**config.mk**
```make
export PLATFORM = sky130hd
export DESIGN_NAME = pms_cell
export DESIGN_NICKNAME = d
export VERILOG_FILES = /design/src/design/periodic_monitor_scheduler_unit_macros.svh /design/src/design/pms_pkg.sv /design/src/design/pms_cell.sv
export SDC_FILE = /design/constraint.sdc
export NUM_CORES = 1
export LEC_CHECK = 0
export BUFFER_PORTS_ARGS = -buffer_cell sky130_fd_sc_hd__buf_2
export CORE_AREA = 2 2 129 131
export CTS_CLUSTER_DIAMETER = 80
export DETAILED_ROUTE_END_ITERATION = 10
export DIE_AREA = 0 0 131 133
export GPL_TIMING_DRIVEN = 0
export PLACE_DENSITY = 0.76
export SLEW_MARGIN = 15
export SYNTH_ARGS = -nofsm -noshare
export SYNTH_HDL_FRONTEND = slang
export SYNTH_SLANG_ARGS = --single-unit
export TNS_END_PERCENT = 20
```
**constraint.sdc**
```tcl
create_clock -name clock -period 17.3 [get_ports clock]
set_input_delay 3.46 -clock clock [delete_from_list [all_inputs] [get_ports clock]]
set_output_delay 3.46 -clock clock [all_outputs]
set_load 0.03 [all_outputs]
```
**src/design/periodic_monitor_scheduler_unit_macros.svh**
```systemverilog
// Assertion helpers for the scheduler block.
`ifndef PERIODIC_MONITOR_SCHEDULER_UNIT_MACROS_SVH
`define PERIODIC_MONITOR_SCHEDULER_UNIT_MACROS_SVH

`ifndef SYNTHESIS
// a holds at an edge -> b holds at the same edge
`define PMS_ASSERT_SAME(label, clk, rst, a, b) \
   label: assert property (@(posedge clk) disable iff (rst) (a) |-> (b)) \
      else $error("assertion failed: same-cycle implication");
// a holds at an edge -> b holds at the next edge
`define PMS_ASSERT_NEXT(label, clk, rst, a, b) \
   label: assert property (@(posedge clk) disable iff (rst) (a) |=> (b)) \
      else $error("assertion failed: next-cycle implication");
`else
`define PMS_ASSERT_SAME(label, clk, rst, a, b)
`define PMS_ASSERT_NEXT(label, clk, rst, a, b)
`endif

`endif

```
**src/design/pms_pkg.sv**
```systemverilog
`timescale 1ns / 1ps
package pms_pkg;

   localparam int CAPACITY = 1024;
   localparam int CNT_W    = $clog2(CAPACITY + 1);

   localparam logic [1:0] CMD_CLEAR    = 2'd0;
   localparam logic [1:0] CMD_REGISTER = 2'd1;
   localparam logic [1:0] CMD_NEXT     = 2'd2;

   localparam logic [1:0] STATUS_OK    = 2'd0;
   localparam logic [1:0] STATUS_FULL  = 2'd1;
   localparam logic [1:0] STATUS_EMPTY = 2'd2;

   typedef struct packed {
      logic [31:0] due;
      logic [31:0] id;
      logic [15:0] period;
   } entry_type;

   typedef struct packed {
      logic cmp_en;   // latch key-vs-entry compare
      logic upd_en;   // move the row one step
      logic pop;      // drop head and reinsert key, else plain insert
   } cell_ctl_type;

   // a is reported before b: earlier due, then smaller id, then smaller period
   function automatic logic entry_before(input entry_type a, input entry_type b);
      logic r;
      if (a.due != b.due) begin
         r = (a.due < b.due);
      end else if (a.id != b.id) begin
         r = (a.id < b.id);
      end else begin
         r = (a.period < b.period);
      end
      return r;
   endfunction

   function automatic logic [31:0] sat_add(input logic [31:0] t, input logic [15:0] p);
      logic [32:0] s;
      s = {1'b0, t} + {17'b0, p};
      return s[32] ? 32'hFFFF_FFFF : s[31:0];
   endfunction

endpackage

```
**src/design/pms_cell.sv**
```systemverilog
`timescale 1ns / 1ps
module pms_cell (
   input  logic                  clock,
   input  pms_pkg::cell_ctl_type ctl,
   input  pms_pkg::entry_type    key,
   input  logic                  cell_valid,
   input  pms_pkg::entry_type    prev_entry,
   input  logic                  prev_lt,
   input  pms_pkg::entry_type    next_entry,
   input  logic                  next_lt,
   output pms_pkg::entry_type    entry,
   output logic                  lt
);
   import pms_pkg::*;

   entry_type entry_ff, entry_in;
   logic      lt_ff, lt_in;

   // empty slots count as later than any key
   assign lt_in = !cell_valid || entry_before(key, entry_ff);

   always_comb begin
      entry_in = entry_ff;
      if (ctl.pop) begin
         if (next_lt) begin
            entry_in = lt_ff ? entry_ff : key;
         end else begin
            entry_in = next_entry;
         end
      end else if (lt_ff) begin
         entry_in = prev_lt ? prev_entry : key;
      end
   end

   always_ff @(posedge clock) begin
      if (ctl.cmp_en) begin
         lt_ff <= lt_in;
      end
      if (ctl.upd_en) begin
         entry_ff <= entry_in;
      end
   end

   assign entry = entry_ff;
   assign lt    = lt_ff;

endmodule

```
### After elaboration in Yosys (flattened, before gate mapping)

Index checks and enable logic that the tools add are counted.

* register bits after elaboration: 81
* bits in latches: 0
* RAM bits: 0
* ROM bits: 0
* input port bits: 247
* logic and storage cells: 21
* memories kept: 0

* add/sub/neg operators: 0
* $mul: 0
* divide/modulo/power cells: 0
* order comparisons: 3
* eq/ne operators: 3
* shifts and indexed selects: 0
* muxes and demuxes: 7
* bitwise operators: 0
* reduce and logical (&&, ||, !) cells: 4

Operator list (number)
* $mux W80: 5
* $lt A32 B32 Y1: 2
* $ne A32 B32 Y1: 2
* $lt A16 B16 Y1: 1
* $ne A3 B3 Y1 const B: 1
* $reduce_and A3 Y1: 1
* $mux W1: 2
* $reduce_bool A2 Y1: 1
* $logic_not A1 Y1: 1
* $logic_or A1 B1 Y1: 1

### Depth between registers and ports, before layout

* word-level depth: 4
* mapped depth: 8

### Worst setup path before layout

No wires, ideal clock.

* path type: in2reg
* from: input next_lt
* to: register entry_ff (netlist bit entry[0]) (enable)
* arrival time: 8.202 ns
* required time: 16.734 ns
* slack: 8.532 ns
* cell stages on the path: 3
* path buffers: 2
* path through: buf_2 -> buf_2 -> a31oi_1

* word-level cells in the longest chain between the ends: 2

Ends and longest elaborated chain
* from (decl): RTL line pms_cell.sv:10 `input logic next_lt,`
* $ne A3 B3 Y1 (no source line)
* $reduce_and A3 Y1 (no source line)
* to (signal assigned): RTL line pms_cell.sv:40 `entry_ff <= entry_in;`
* to (decl): RTL line pms_cell.sv:16 `entry_type entry_ff, entry_in;`

Every way passes these cells.
A chain may end at the register's enable or synchronous reset.

### Final worst setup path

* from: input ctl[0] (netlist name)
* to: register entry_ff (netlist bit entry[32]) (enable)

* word-level cells in the longest chain between the ends: 2
* elaborated cells between the ends (all ways): 3
* those cells by class: 1 x eq/ne; 2 x reduce/logical

Ends and longest elaborated chain
* from (decl): RTL line pms_cell.sv:4 `input pms_pkg::cell_ctl_type ctl,`
* $ne A3 B3 Y1 (no source line) / $reduce_bool A2 Y1 (equally long branches)
* $reduce_and A3 Y1 (no source line) *

Mark *: on every way between the ends. The rest lies on a longest branch, timed or not.

==> key figures <==
STA
  • Hold Vio Cnt, Final: 0
  • Fin. max-slew vios: 0
  • RSZ-0062 raised after global routing: no
  • Min Clock Period, post-route: 5800 ps
  • WHS: 878 ps
  • Worst-Margin Slew: 846 ps
  • Post-route setup TNS: 0 ps
  • Fin crit share: 33.5%
  • Final Skew: 8.14 ps
  • Max Fclk: roughly 0.17 GHz
  • Slew HR: a little over two fifths
  • Final setup viols: 0

Floorplanning
  • Core Footprint: 16,200 µm²
  • Ports: 328
  • Initial core utilization: 43.1%
  • Die span in y: 133 µm
  • Cell Rows: 47
  • Die outline area: 17,400 µm²
  • Die width: 131 µm

Place
  • Dpl hpwl: 18,700 µm
  • Routability cong.: roughly 0.84
  • IO buf count: ~320
  • DP Area: 8990 µm²

Worst setup path
  • Cells along the critical path: clkbuf_1 -> clkbuf_1 -> clkbuf_1 -> a31oi_4 -> buf_16 -> buf_16
  • Critical Path Most Common Cell: clkbuf_1
  • Worst Path Arrival: 5900 ps
  • Crit path buffers/inverters: 5
  • Required time worst endpoint: approximately 17,000 ps
  • Worst setup EP type: flop
  • Largest stage delay on the critical path: 560 ps
  • Setup CP Type: input pin to flop
  • Crit start category: input pin
  • Family with the most delay on the worst path: buffers and inverters
  • Worst-path maximum fanout: 20
  • CP max stage cell: clkbuf_1

Clocking
  • CTS tree: done
  • Clock Latency Late Sink: 350 ps
  • H-Tree Depth: 3
  • # hold bufs at CTS: 0
  • Num CTS Buffers: 9
  • Setup bufs post-CTS: 0
  • Clk slew on worst S/H paths: approximately 60 ps
  • # resized after CTS: 0
  • # clock sinks: 81
  • Root Buffer: clkbuf_16
  • Longest Clk Path Bufs: 2

Routing
  • Final ANT Viol Nets: 0
  • Residual DRC count: 0
  • Post-Route WL: roughly 23,000 µm
  • WL/cell: 18.1 µm
  • DR pass1 iterations: 4
  • Via/cell ratio: 5.37
  • Starting DRT DRC Count: 304
  • DR vias: a little under 7,000

Synthesis
  • Synth top cells by count: 111 x a21oi_1, 84 x nor2b_1, 82 x inv_1
  • Asr flop ratio synth: 0%
  • Post-synth top area cell: edfxtp_1
  • Post-synth top flop: edfxtp_1
  • Synth Area in Adders: ~14%
  • Largest family of logic cells by synthesized area: compound AO/OA/AOI/OAI gates
  • Syn avg cell area: 9.58 µm²
  • Yosys reg bits: 81
  • Post-synthesis mux area share: 11.4%
  • Number of enable flip-flop cells after synthesis: 81
  • Synth top area share: 34.9%
  • Mapped Cells: 727
  • Post-synthesis simple-gate area fraction: roughly 12%
  • Synth area leaders: edfxtp_1 35%, ha_1 14%, mux2i_1 11%
  • Netlist cell types: 38
  • Most common cell in the synthesized netlist: a21oi_1
  • Mapped Area: 6960 µm²
  • Complex-gate fraction of the synthesized area: 20.2%
  • Mapped Nets: 1,053
  • XOR/XNOR Fraction of Synth Area: 0%
  • Sequential share of the synthesized area: 34.9%
  • Yosys warning count: 0

Global route
  • GRT overflow: 0
  • GRT Util Overall: 26.3%
  • First-pass GRT wire length: 35,400 µm
  • Largest net degree at the start of global routing: 21
  • Initial antenna violation count: 0
  • Vias in the first global route: 6,935

Power
  • PwrDens: 70.1 nW/µm²
  • Lkg Pwr: 4.50 nW
  • VDD IR-drop max: 41.6 µV

Cells and area
  • Ant. Diodes: 0
  • Share of post-route cells with drive strength above 1: 33.8%
  • Fin nets: about 1,400
  • Finished Cell Area: 9300 µm²
  • Synth-to-Final Area Change: 33.5%

Job
  • Total of max-cap violations: 0

Outcome
  • Status: finished, final reports clean

Worst hold path
  • Hold Crit Class: flop to flop
==> sequential cells by signal, summed over array words and instances, names as in the netlist <==
| signal | cells |
|---|---|
| entry | 80 |
| lt | 1 |
==> routing by layer <==
metal	part of all wire [%]	wire (µm)	GRT usage [%]	up-vias
met5	0	0	0	-
met1	41	9570	31.5	3240
met2	49	11400	46.1	281
met3	7.7	1790	5.94	39
met4	2.4	568	8.69	0
li1	-	-	-	3375
==> final timing paths <==
kind | from | to | slack, ps | cells after the start
max | ctl[0] | entry[32]$_DFFE_PP_ | 11500 | 6
min | lt$_DFFE_PP_ | entry[3]$_DFFE_PP_ | 880 | 1
max reg2reg | entry[75]$_DFFE_PP_ | lt$_DFFE_PP_ | 14890 | 8
min reg2reg | lt$_DFFE_PP_ | entry[3]$_DFFE_PP_ | 880 | 1
==> layout by cell type, fill, tap and decap left out, drive strengths merged, types with 2 or more instances in the layout <==
cell / synthesis / layout
clkbuf: 27 / 36
ha: 79 / 79
nand4: 18 / 18
buf: 17 / 345
nor3: 2 / 2
o211ai: 3 / 3
nor2: 6 / 6
a21boi: 3 / 3
o21ba: 2 / 2
nand4b: 2 / 2
o31ai: 2 / 2
a21oi: 111 / 111
nand2: 13 / 13
inv: 82 / 82
o311ai: 2 / 2
nor2b: 84 / 84
a211oi: 78 / 78
nor4: 2 / 2
o21ai: 9 / 9
edfxtp: 81 / 81
mux2i: 79 / 79
nand3: 7 / 7
o21a: 3 / 3
bufinv: 0 / 2
a21o: 6 / 6
clkinv: 0 / 4
==> logic make-up after synthesis <==
group | after synthesis
buf+inv | 126
flops | 81
fa+ha+maj | 79
compound gates | 226
mux | 79
simple gates | 136
==> power by group <==
group | internal [W] | switching [W]
logic | 0.0000810 | 0.000118
registers | 0.000237 | 0.00000763
clock network | 0.000125 | 0.0000828
==> through the flow <==
step	util, %	power (W)	std cells	setup WS, ps
6_report	57.5	0.000652	1291	11500
5_1_grt	57.5	0.000684	1291	11270
4_1_cts	57.5	0.000656	1291	11430
3_5_place_dp	55.6	0.000447	1275	11060
3_3_place_gp	54.8	0.000442	1271	5580
2_1_floorplan	-	0.000369	727	8530
==> cell type report <==
class | instances | area [µm²]
fillers | 1483 | 6880
multi-input cells | 520 | 4060
flip-flops and latches | 81 | 2430
repair buffers | 328 | 1730
inverters | 82 | 308
well taps | 220 | 275
clock buffers | 9 | 225
plain buffers | 44 | 180
clock inverters | 7 | 85.1
Note: power is estimated with default switching activity, not from simulation.
